--- config.mk ---
export PLATFORM = sky130hd
export DESIGN_NAME = ins_frame_deframer_xor_core
export DESIGN_NICKNAME = d
export VERILOG_FILES = /design/src/design/insfd_pkg.sv /design/src/design/ins_frame_deframer_xor_core.sv
export VERILOG_INCLUDE_DIRS = /design/src /design/src/design
export SDC_FILE = /design/constraint.sdc
export NUM_CORES = 1
export LEC_CHECK = 0
export BUFFER_PORTS_ARGS = -buffer_cell sky130_fd_sc_hd__buf_4
export CORE_UTILIZATION = 62
export CTS_CLUSTER_SIZE = 10
export DETAILED_ROUTE_END_ITERATION = 8
export GPL_TIMING_DRIVEN = 1
export PLACE_DENSITY = 0.79
export SLEW_MARGIN = 20
export SYNTH_ARGS = -nofsm -noshare
export SYNTH_HDL_FRONTEND = slang
export SYNTH_SLANG_ARGS = --single-unit
--- constraint.sdc ---
create_clock -name clk -period 4.2 [get_ports clk]
set_input_delay 0.84 -clock clk [delete_from_list [all_inputs] [get_ports clk]]
set_output_delay 0.84 -clock clk [all_outputs]
set_load 0.05 [all_outputs]
--- src/design/assert_macros.svh ---
// Assertion macros shared by the deframer RTL.
// Every macro samples on clk and is disabled while rst_n is low.
`ifndef ASSERT_MACROS_SVH
`define ASSERT_MACROS_SVH

// Check that a property holds at every clock edge outside reset.
`define ASSERT_CLK(lbl, prop, msg) \
    lbl: assert property (@(posedge clk) disable iff (!rst_n) (prop)) else $error(msg);

// Check that the consequent holds in the cycle after the antecedent.
`define ASSERT_NEXT(lbl, ante, cons, msg) \
    lbl: assert property (@(posedge clk) disable iff (!rst_n) (ante) |=> (cons)) else $error(msg);

`endif

--- src/design/insfd_pkg.sv ---
// Package for the INS frame deframer: sync codes, frame layout and field table.
// No dependencies; used by ins_frame_deframer_xor_core.
`timescale 1ns / 1ps
`default_nettype none

package insfd_pkg;

    // Frame layout
    localparam int unsigned FRAME_BYTES = 63;
    localparam logic [5:0]  CHK_POS     = 6'(FRAME_BYTES - 1);
    localparam logic [5:0]  WEEK_POS    = 6'd58;
    localparam logic [7:0]  SYNC0       = 8'hBD;
    localparam logic [7:0]  SYNC1       = 8'hDB;
    localparam logic [7:0]  SYNC2       = 8'h0B;

    // Field ids with special handling
    localparam logic [4:0]  FID_TIME    = 5'd20;
    localparam logic [4:0]  FID_WEEK    = 5'd21;

    // How the raw bytes of a field are turned into a value
    typedef enum logic [2:0] {
        KIND_S16,
        KIND_YAW,
        KIND_S32,
        KIND_U32,
        KIND_NIB,
        KIND_U8
    } field_kind_t;

    typedef struct packed {
        logic [5:0]  pos;     // first byte in the frame
        logic [1:0]  last_b;  // byte count minus one
        field_kind_t kind;
    } field_desc_t;

    // Field table, indexed by field id
    function automatic field_desc_t field_desc(input logic [4:0] id);
        field_desc_t d;
        d = '{pos: 6'd3, last_b: 2'd1, kind: KIND_S16};
        case (id)
            5'd0:  d = '{pos: 6'd3,  last_b: 2'd1, kind: KIND_S16};
            5'd1:  d = '{pos: 6'd5,  last_b: 2'd1, kind: KIND_S16};
            5'd2:  d = '{pos: 6'd7,  last_b: 2'd1, kind: KIND_YAW};
            5'd3:  d = '{pos: 6'd9,  last_b: 2'd1, kind: KIND_S16};
            5'd4:  d = '{pos: 6'd11, last_b: 2'd1, kind: KIND_S16};
            5'd5:  d = '{pos: 6'd13, last_b: 2'd1, kind: KIND_S16};
            5'd6:  d = '{pos: 6'd15, last_b: 2'd1, kind: KIND_S16};
            5'd7:  d = '{pos: 6'd17, last_b: 2'd1, kind: KIND_S16};
            5'd8:  d = '{pos: 6'd19, last_b: 2'd1, kind: KIND_S16};
            5'd9:  d = '{pos: 6'd21, last_b: 2'd3, kind: KIND_S32};
            5'd10: d = '{pos: 6'd25, last_b: 2'd3, kind: KIND_S32};
            5'd11: d = '{pos: 6'd29, last_b: 2'd3, kind: KIND_S32};
            5'd12: d = '{pos: 6'd33, last_b: 2'd1, kind: KIND_S16};
            5'd13: d = '{pos: 6'd35, last_b: 2'd1, kind: KIND_S16};
            5'd14: d = '{pos: 6'd37, last_b: 2'd1, kind: KIND_S16};
            5'd15: d = '{pos: 6'd39, last_b: 2'd0, kind: KIND_NIB};
            5'd16: d = '{pos: 6'd56, last_b: 2'd0, kind: KIND_U8};
            5'd17: d = '{pos: 6'd46, last_b: 2'd1, kind: KIND_S16};
            5'd18: d = '{pos: 6'd48, last_b: 2'd1, kind: KIND_S16};
            5'd19: d = '{pos: 6'd50, last_b: 2'd1, kind: KIND_S16};
            5'd20: d = '{pos: 6'd52, last_b: 2'd3, kind: KIND_U32};
            5'd21: d = '{pos: 6'd58, last_b: 2'd3, kind: KIND_U32};
            default: d = '{pos: 6'd3, last_b: 2'd1, kind: KIND_S16};
        endcase
        return d;
    endfunction

endpackage

`default_nettype wire

--- src/design/ins_frame_deframer_xor_core.sv ---
// INS frame deframer: sync hunt, XOR check, frame memory and field unpacker.
// Depends on insfd_pkg and assert_macros.svh.
`timescale 1ns / 1ps
`default_nettype none
// Usage
//   Input channel: one received byte per request on rx_byte (in_valid/in_stall).
//   Output channel: one decoded field per request (field_id, field_value,
//   last_field) on out_valid/out_stall.
//   Bytes are taken at one per cycle while hunting for BD DB 0B and while the
//   63-byte frame is written into a 64 x 8 synchronous RAM.
//   When the checksum byte matches, in_stall rises and a sequencer reads the
//   frame back through the single RAM read port, one byte per cycle within a
//   field. After its bytes, each field waits out the read latency, then the
//   emit slot; a burst holds 21 or 22 fields, paced by that read port.
//   A bad frame is dropped without output and the next byte is taken at once.
//   When the receiver stalls, the current field is held in the output register
//   and the sequencer waits; input stays stalled until the last field is loaded.
//   Reset (rst_n low, asynchronous) returns to the hunt for the first sync byte
//   and empties the output register. RAM contents are not cleared: every byte
//   read back was written earlier in the same frame.

`include "assert_macros.svh"

module ins_frame_deframer_xor_core (
    input  logic                clk,
    input  logic                rst_n,
    input  logic                in_valid,
    output logic                in_stall,
    input  logic [7:0]          rx_byte,
    output logic                out_valid,
    input  logic                out_stall,
    output logic [4:0]          field_id,
    output logic signed [32:0]  field_value,
    output logic                last_field
);
    import insfd_pkg::*;

    typedef enum logic [1:0] {
        HUNT_SYNC0,
        HUNT_SYNC1,
        HUNT_SYNC2,
        HUNT_BODY
    } hunt_t;

    typedef enum logic [1:0] {
        ST_RX,
        ST_READ,
        ST_WAIT,
        ST_EMIT
    } state_t;

    // Frame memory
    logic [7:0] frame_mem [64];

    state_t      state_reg;
    hunt_t       hunt_reg, hunt_next;
    logic [5:0]  idx_reg, idx_next;
    logic [7:0]  xor_reg, xor_next;
    logic [7:0]  wx_reg, wx_next;
    logic        week_ok_reg;
    logic [4:0]  fld_reg;
    logic [1:0]  bsel_reg;
    logic        rd_pend_reg;
    logic [1:0]  rd_bsel_reg;
    logic [7:0]  rd_data_reg;
    logic [31:0] acc_reg;
    logic        out_valid_reg;
    logic [4:0]  field_id_reg;
    logic [32:0] field_value_reg;
    logic        last_field_reg;

    logic        in_acc;
    logic        start;
    logic        wr_en;
    logic [5:0]  wr_addr;
    logic        frame_good;
    logic        rd_en;
    logic [5:0]  rd_addr;
    logic        slot_free;
    logic        last_now;
    logic [32:0] value;
    field_desc_t fdesc;

    assign in_stall  = (state_reg != ST_RX);
    assign in_acc    = in_valid && !in_stall;
    assign slot_free = !out_valid_reg || !out_stall;

    // Receive path: sync hunt, running checksum, week checksum, memory write
    always_comb
    begin
        hunt_next  = hunt_reg;
        idx_next   = idx_reg;
        xor_next   = xor_reg;
        wx_next    = wx_reg;
        wr_en      = 1'b0;
        wr_addr    = idx_reg;
        frame_good = 1'b0;
        start      = 1'b0;
        if (in_acc)
        begin
            case (hunt_reg)
                HUNT_SYNC0:
                begin
                    start = 1'b1;
                end
                HUNT_SYNC1, HUNT_SYNC2:
                begin
                    if (rx_byte == ((hunt_reg == HUNT_SYNC1) ? SYNC1 : SYNC2))
                    begin
                        wr_en     = 1'b1;
                        xor_next  = xor_reg ^ rx_byte;
                        idx_next  = idx_reg + 6'd1;
                        hunt_next = (hunt_reg == HUNT_SYNC1) ? HUNT_SYNC2 : HUNT_BODY;
                    end
                    else
                    begin
                        start = 1'b1;
                    end
                end
                default:
                begin
                    wr_en = 1'b1;
                    if (idx_reg >= CHK_POS)
                    begin
                        frame_good = (rx_byte == xor_reg);
                        hunt_next  = HUNT_SYNC0;
                        idx_next   = 6'd0;
                        xor_next   = 8'd0;
                    end
                    else
                    begin
                        xor_next = xor_reg ^ rx_byte;
                        idx_next = idx_reg + 6'd1;
                        if (idx_reg == WEEK_POS)
                        begin
                            wx_next = rx_byte;
                        end
                        else if (idx_reg inside {[WEEK_POS + 6'd1 : CHK_POS - 6'd1]})
                        begin
                            wx_next = wx_reg ^ rx_byte;
                        end
                    end
                end
            endcase
        end
        // Restart the hunt, reusing this byte as a possible first sync byte
        if (start)
        begin
            if (rx_byte == SYNC0)
            begin
                wr_en     = 1'b1;
                wr_addr   = 6'd0;
                xor_next  = rx_byte;
                idx_next  = 6'd1;
                hunt_next = HUNT_SYNC1;
            end
            else
            begin
                xor_next  = 8'd0;
                idx_next  = 6'd0;
                hunt_next = HUNT_SYNC0;
            end
        end
    end

    // Read-back address and field formatting
    assign fdesc   = field_desc(fld_reg);
    assign rd_en   = (state_reg == ST_READ);
    assign rd_addr = fdesc.pos + {4'd0, bsel_reg};
    assign last_now = (fld_reg == FID_WEEK) || ((fld_reg == FID_TIME) && !week_ok_reg);

    always_comb
    begin
        case (fdesc.kind)
            KIND_S16: value = {{17{acc_reg[15]}}, acc_reg[15:0]};
            KIND_YAW: value = {18'd0, acc_reg[14:0]};
            KIND_S32: value = {acc_reg[31], acc_reg};
            KIND_U32: value = {1'b0, acc_reg};
            KIND_NIB: value = {29'd0, acc_reg[3:0]};
            KIND_U8:  value = {25'd0, acc_reg[7:0]};
            default:  value = {1'b0, acc_reg};
        endcase
    end

    // Memory write and registered read
    always_ff @(posedge clk)
    begin
        if (wr_en)
        begin
            frame_mem[wr_addr] <= rx_byte;
        end
        if (rd_en)
        begin
            rd_data_reg <= frame_mem[rd_addr];
        end
    end

    // Assemble field bytes as they return from memory
    always_ff @(posedge clk)
    begin
        rd_bsel_reg <= bsel_reg;
        if (rd_pend_reg)
        begin
            acc_reg[rd_bsel_reg * 8 +: 8] <= rd_data_reg;
        end
    end

    // State, receive registers and output register
    always_ff @(posedge clk or negedge rst_n)
    begin
        if (!rst_n)
        begin
            state_reg       <= ST_RX;
            hunt_reg        <= HUNT_SYNC0;
            idx_reg         <= 6'd0;
            xor_reg         <= 8'd0;
            wx_reg          <= 8'd0;
            week_ok_reg     <= 1'b0;
            fld_reg         <= 5'd0;
            bsel_reg        <= 2'd0;
            rd_pend_reg     <= 1'b0;
            out_valid_reg   <= 1'b0;
            field_id_reg    <= 5'd0;
            field_value_reg <= 33'd0;
            last_field_reg  <= 1'b0;
        end
        else
        begin
            hunt_reg    <= hunt_next;
            idx_reg     <= idx_next;
            xor_reg     <= xor_next;
            wx_reg      <= wx_next;
            rd_pend_reg <= rd_en;
            // Load a new field, or drop the one the receiver has taken
            if ((state_reg == ST_EMIT) && slot_free)
            begin
                out_valid_reg <= 1'b1;
            end
            else if (!out_stall)
            begin
                out_valid_reg <= 1'b0;
            end
            case (state_reg)
                ST_RX:
                begin
                    if (frame_good)
                    begin
                        state_reg   <= ST_READ;
                        fld_reg     <= 5'd0;
                        bsel_reg    <= 2'd0;
                        week_ok_reg <= (wx_reg == rx_byte);
                    end
                end
                ST_READ:
                begin
                    if (bsel_reg == fdesc.last_b)
                    begin
                        bsel_reg  <= 2'd0;
                        state_reg <= ST_WAIT;
                    end
                    else
                    begin
                        bsel_reg <= bsel_reg + 2'd1;
                    end
                end
                ST_WAIT:
                begin
                    state_reg <= ST_EMIT;
                end
                ST_EMIT:
                begin
                    if (slot_free)
                    begin
                        field_id_reg    <= fld_reg;
                        field_value_reg <= value;
                        last_field_reg  <= last_now;
                        if (last_now)
                        begin
                            state_reg <= ST_RX;
                        end
                        else
                        begin
                            fld_reg   <= fld_reg + 5'd1;
                            state_reg <= ST_READ;
                        end
                    end
                end
                default:
                begin
                    state_reg <= ST_RX;
                end
            endcase
        end
    end

    assign out_valid   = out_valid_reg;
    assign field_id    = field_id_reg;
    assign field_value = field_value_reg;
    assign last_field  = last_field_reg;

    // Checks
    `ASSERT_CLK(a_hunt_idle_clean,
        (hunt_reg != HUNT_SYNC0) || ((idx_reg == 6'd0) && (xor_reg == 8'd0)),
        "hunt idle with stale index or checksum")
    `ASSERT_CLK(a_fld_range, (state_reg == ST_RX) || (fld_reg <= FID_WEEK),
        "field index past the last field")
    `ASSERT_CLK(a_rd_byte_range, !rd_pend_reg || (rd_bsel_reg <= fdesc.last_b),
        "read byte beyond field length")
    `ASSERT_NEXT(a_last_returns, (state_reg == ST_EMIT) && slot_free && last_now,
        (state_reg == ST_RX) && out_valid && last_field,
        "last field did not end the burst")

endmodule

`default_nettype wire
Word level (Yosys, flattened, before mapping)
Memories as Yosys holds them, arrays and structs flattened. A register that Yosys moved wholly into a read port is not among the register bits.
Index checks and enable logic that the tools add are counted.
{ "classes": {"n_addsub": 5, "n_mux": 53, "shift": 2, "order_cmp": 3, "reduce_logical": 29, "eq_ne": 24, "bitwise": 4} }
{ "op_table": {"columns": ["op", "n"], "rows": [
  ["$pmux W33 S5", 1],
  ["$mux W8", 8],
  ["$mux W6", 6],
  ["$neg A5 Y34", 1],
  ["$shift A8 B34 Y32 const A", 1],
  ["$shiftx A8 B34 Y32", 1],
  ["$bwmux W32", 1],
  ["$eq A8 B8 Y1", 3],
  ["$mux W2", 9],
  ["$mux W1", 17],
  ["$pmux W8 S2", 1],
  ["$xor A8 B8 Y8", 2],
  ["$mux W5", 3],
  ["$ge A6 B6 Y1 const B", 2],
  ["$pmux W6 S2", 1],
  ["$reduce_and A4 Y1", 3],
  ["$eq A5 B5 Y1 const B", 2],
  ["$pmux W5 S2", 1],
  ["$reduce_bool A2 Y1", 5],
  ["$eq A8 B8 Y1 const B", 1],
  ["$ne A2 B2 Y1 const B", 4],
  ["$pmux W2 S2", 2],
  ["$pmux W2 S4", 1],
  ["$add A6 B1 Y6 const B", 1],
  ["other kinds (25)", 43]
]} }
{ "totals": {"inputBits": 12, "mem_count": 2, "romBits": 352, "elab_cells": 137, "ff_bits": 109, "output_inout_bits": 41, "mem_bits_rw": 512} }
{ "mem_list": {"columns": ["memory", "depth", "word_bits", "rd", "rd_ports_with_merged_regs", "write_ports", "line_no", "source"], "rows": [
  ["frame_mem", 64, 8, 1, 1, 1, "ins_frame_deframer_xor_core.sv:53", "logic [7:0] frame_mem [64];"],
  ["(name not given)", 32, 11, 1, 0, 0, "insfd_pkg.sv:40", "case (id)"]
]} }

Logic depth before layout (Yosys ltp)
{ "logic_depth": {"depth_word": 10, "depth_mapped": 14, "depth_no_buf": 13} }

Least setup slack after synthesis
OpenSTA, ideal clock, no wires.
{ "synth_timing": {"kind": "register to register", "from": "register fld_reg[0]", "to": "register rd_data_reg[5], read port of frame_mem (data pin)", "arrival_time_ns": 3.564, "synth_period_minus_slack_ns": 3.825, "required_ns": 3.939, "setup_time_ns": 0.261, "setup_slack_ns": 0.375, "stages_incl_launch_ff": 14, "path_buffers": 3, "cell_sequence": "dfrtp_1 > inv_1 > ha_1 > nand2b_1 > a31oi_1 > o22a_1 > fa_1 > clkbuf_1 > clkbuf_1 > clkbuf_1 > mux4_2 > mux2i_1 > a21oi_1 > a221o_1"} }
{ "synth_between": {"elab_chain_len": 2} }
{ "synth_rtl": {"columns": ["item", "line_no", "source"], "rows": [
  ["start, declared", "ins_frame_deframer_xor_core.sv:61", "logic [4:0] fld_reg;"],
  ["start signal, assigned", "ins_frame_deframer_xor_core.sv:283", "fld_reg <= fld_reg + 5'd1;"],
  ["$mem_v2 Z32 W11", null, null],
  ["$add A6 B2 Y6", "ins_frame_deframer_xor_core.sv:169", "assign rd_addr = fdesc.pos + {4'd0, bsel_reg};"],
  ["end, declared", "ins_frame_deframer_xor_core.sv:65", "logic [7:0] rd_data_reg;"]
]} }
Every way passes these cells.
A chain may end at the register's enable or synchronous reset.

Final worst setup path
{ "layout_timing": {"from": "register fld_reg[0]", "to": "register rd_data_reg[2], read port of frame_mem (data pin)"} }
The elaborated chain is that of the path after synthesis.

==> impl_metrics.env <==
export IMPL_routed_via_density=6.52
export IMPL_cts_clk_slew_worst_paths_ns=0.05
export IMPL_final_common_cell="edfxtp_1"
export IMPL_grt_pass1_vias=14500
export IMPL_synth_cells=1458
export IMPL_setup_viol=0
export IMPL_htreeDepth=3
export IMPL_fin_tns_setup_ns=0
export IMPL_drtAntennaViolNets=0
export IMPL_ys_seq_area_frac=0.717
export IMPL_core_area_um2=40900
export IMPL_fin_nets=1649
export IMPL_clkLatencyLatePin_ns=0.60
export IMPL_stdcell_count=2169
export IMPL_finalWeightedCongestion=0.896
export IMPL_place_area_um2=27400
export IMPL_min_period_ns=4.10
export IMPL_syn_num_nets=1496
export IMPL_start_util=0.630
export IMPL_crit_fanout=56
export IMPL_crit_type="register to register"
export IMPL_drv_slew=0
export IMPL_post_cts_buffers=0
export IMPL_tritoncts="built"
export IMPL_avgSynthCellArea_um2=17.7
export IMPL_dieArea_um2=42400
export IMPL_synth_seq_cells=629
export IMPL_synthDistinctLibCells=58
export IMPL_num_vias=14200
export IMPL_place_inst=2068
export IMPL_slew_limit_headroom=0.354
export IMPL_synth_edf_count=552
export IMPL_post_route_drc_count=0
export IMPL_topRoutingLayerUsed="met5"
export IMPL_finalClockSkew_ns=0.0222
export IMPL_dieWidth_um=206
export IMPL_finalInstanceArea_um2=29500
export IMPL_largest_reg_flops=512
export IMPL_min_path_type="input port to async pin"
export IMPL_cts_resized_gates=1
export IMPL_grt_setup_unrepaired="false"
export IMPL_finalCritPeriodShare=0.977
export IMPL_m1WireLength_um=21700
export IMPL_port_buffers=52
export IMPL_synth_top_area_frac=0.643
export IMPL_fmax_mhz=244
export IMPL_cts_sinks=629
export IMPL_wl_per_cell_um=27.0
export IMPL_cts_root_buffer="clkbuf_16"
export IMPL_drt_wl_total_um=58500
export IMPL_grtUsageTotal=0.291
export IMPL_cp_start_kind="register"
export IMPL_dr_wl_met2_um=29500
export IMPL_drtIter0Drc=1574
export IMPL_power_mw=23.1
export IMPL_drv_cap=0
export IMPL_overflow=0
export IMPL_final_cell_mix="edfxtp_1 (552), buf_4 (149), mux4_2 (128)"
export IMPL_diodes=0
export IMPL_syn_area_um2=25800
export IMPL_dr_wl_met3_um=5240
export IMPL_syn_to_final_growth_pct=14.4
export IMPL_layout_drive_gt1_share=0.244
export IMPL_power_density_nw_per_um2=782
export IMPL_pre_cts_ws_ns=0.0581
export IMPL_drtPass1Iterations=5
export IMPL_hold_viol=0
export IMPL_numCtsBuffers=73
export IMPL_synth_async_sr_flop_share=0.119
export IMPL_clockBufferDepth=3
export IMPL_synth_warnings=0
export IMPL_status="complete, no violations"
export IMPL_grt_max_degree=76
export IMPL_die_height_um=206
export IMPL_antenna_found_initial=2
export IMPL_num_io_pins=53
export IMPL_cp_end_kind="register"
export IMPL_tightest_slew_ns=0.970
export IMPL_synth_top_cell_by_area="edfxtp_1"
export IMPL_p_leak_nw=10.4
export IMPL_synth_ff_type="edfxtp_1"
export IMPL_grt_pass1_wl_um=88900
export IMPL_cp_data_required_time_ns=4.54
export IMPL_setup_slack_ns=0.0959
export IMPL_fill_cells=2405
export IMPL_ir_worst_vdd_v=0.000588
export IMPL_rows=74
export IMPL_cts_hold_buf=0
export IMPL_ys_top_cells_by_area="edfxtp_1 (64%), mux4_2 (11%), dfrtp_1 (7.3%)"
export IMPL_worstPathArrival_ns=4.45
export IMPL_hpwl_um=36200
==> critical path, stage by stage (launching register included) <==
cell and delay [ns]:
dfrtp_1 0.35, inv_1 0.10, ha_1 0.30, nand2b_1 0.13
a31oi_1 0.09, o22a_1 0.23, fa_4 0.88, buf_12 0.32
mux4_2 0.38, mux2i_1 0.26, mux2i_1 0.18, a22o_1 0.29
a221o_1 0.29
==> stage by stage <==
step           utilization  hold WS (ns)
5_1_grt              0.721         0.473
2_1_floorplan            -         0.443
3_3_place_gp         0.670         0.449
6_report             0.721         0.402
4_1_cts              0.720         0.420
3_5_place_dp         0.670         0.451
==> layout make-up <==
cell class | instances | area [um^2] | area share
Sequential cell | 629 | 18500 | 0.627
Inverter | 17 | 63.8 | 0.00216
Clock inverter | 7 | 78.8 | 0.00267
Tap cell | 532 | 666 | 0.0226
Multi-Input combinational cell | 732 | 6940 | 0.235
Timing Repair Buffer | 158 | 1300 | 0.0440
Clock buffer | 94 | 1960 | 0.0664
==> layer usage <==
layer	global-route usage	up-vias
met5	0	-
met4	0.102	2
met3	0.0648	152
met2	0.481	707
met1	0.385	7246
li1	-	6044
==> synthesized netlist by cell type (all sizes together) (6+ instances only) <==
master	number
mux2i	68
xor2	15
inv	17
a22o	21
or2	9
and2	37
ha	25
buf	22
nand2b	10
nand2	51
o211a	6
mux4	128
a221o	8
a211oi	18
dfrtp	75
edfxtp	552
or3	8
nor2	82
xnor2	10
clkbuf	58
nor2b	20
o21ai	64
a21oi	67
nand3	23
mux2	9
==> final timing paths <==
path	slack [ns]	startpoint	end	depth (start not counted)
worst max-delay path	0.1	fld_reg[0]$_DFFE_PN0P_	rd_data_reg[2]$_DFFE_PP_	12
worst min register to register	0.45	acc_reg[10]$_DFFE_PP_	field_value[10]$_DFFE_PN0P_	1
max in group asynchronous	3.15	rst_n	idx_reg[4]$_DFFE_PN0P_	1
min in group clk	0.45	acc_reg[10]$_DFFE_PP_	field_value[10]$_DFFE_PN0P_	1
worst max register to register	0.1	fld_reg[0]$_DFFE_PN0P_	rd_data_reg[2]$_DFFE_PP_	12
worst min-delay path	0.40	rst_n	field_value[26]$_DFFE_PN0P_	1
==> kinds of logic (layout without fill, tap and decap cells) <==
group                    count (synthesis)  in the layout  synth area share
flip-flops                             629            629             0.717
AND/OR/NAND/NOR                        270            270            0.0529
adder cells (fa/ha/maj)                 26             26            0.0129
XOR/XNOR                                25             25           0.00879
multiplexers                           205            205             0.142
AO/OA/AOI/OAI                          206            206            0.0499
buffers and inverters                   97            276            0.0159
==> report_power, final <==
part | internal [mW] | total, mW | switching [mW]
Clock | 3.25 | 5.56 | 2.32
Combinational | 4.13 | 9.77 | 5.65
Sequential | 7.35 | 7.73 | 0.384
Note: power is estimated with default switching activity, not from simulation.
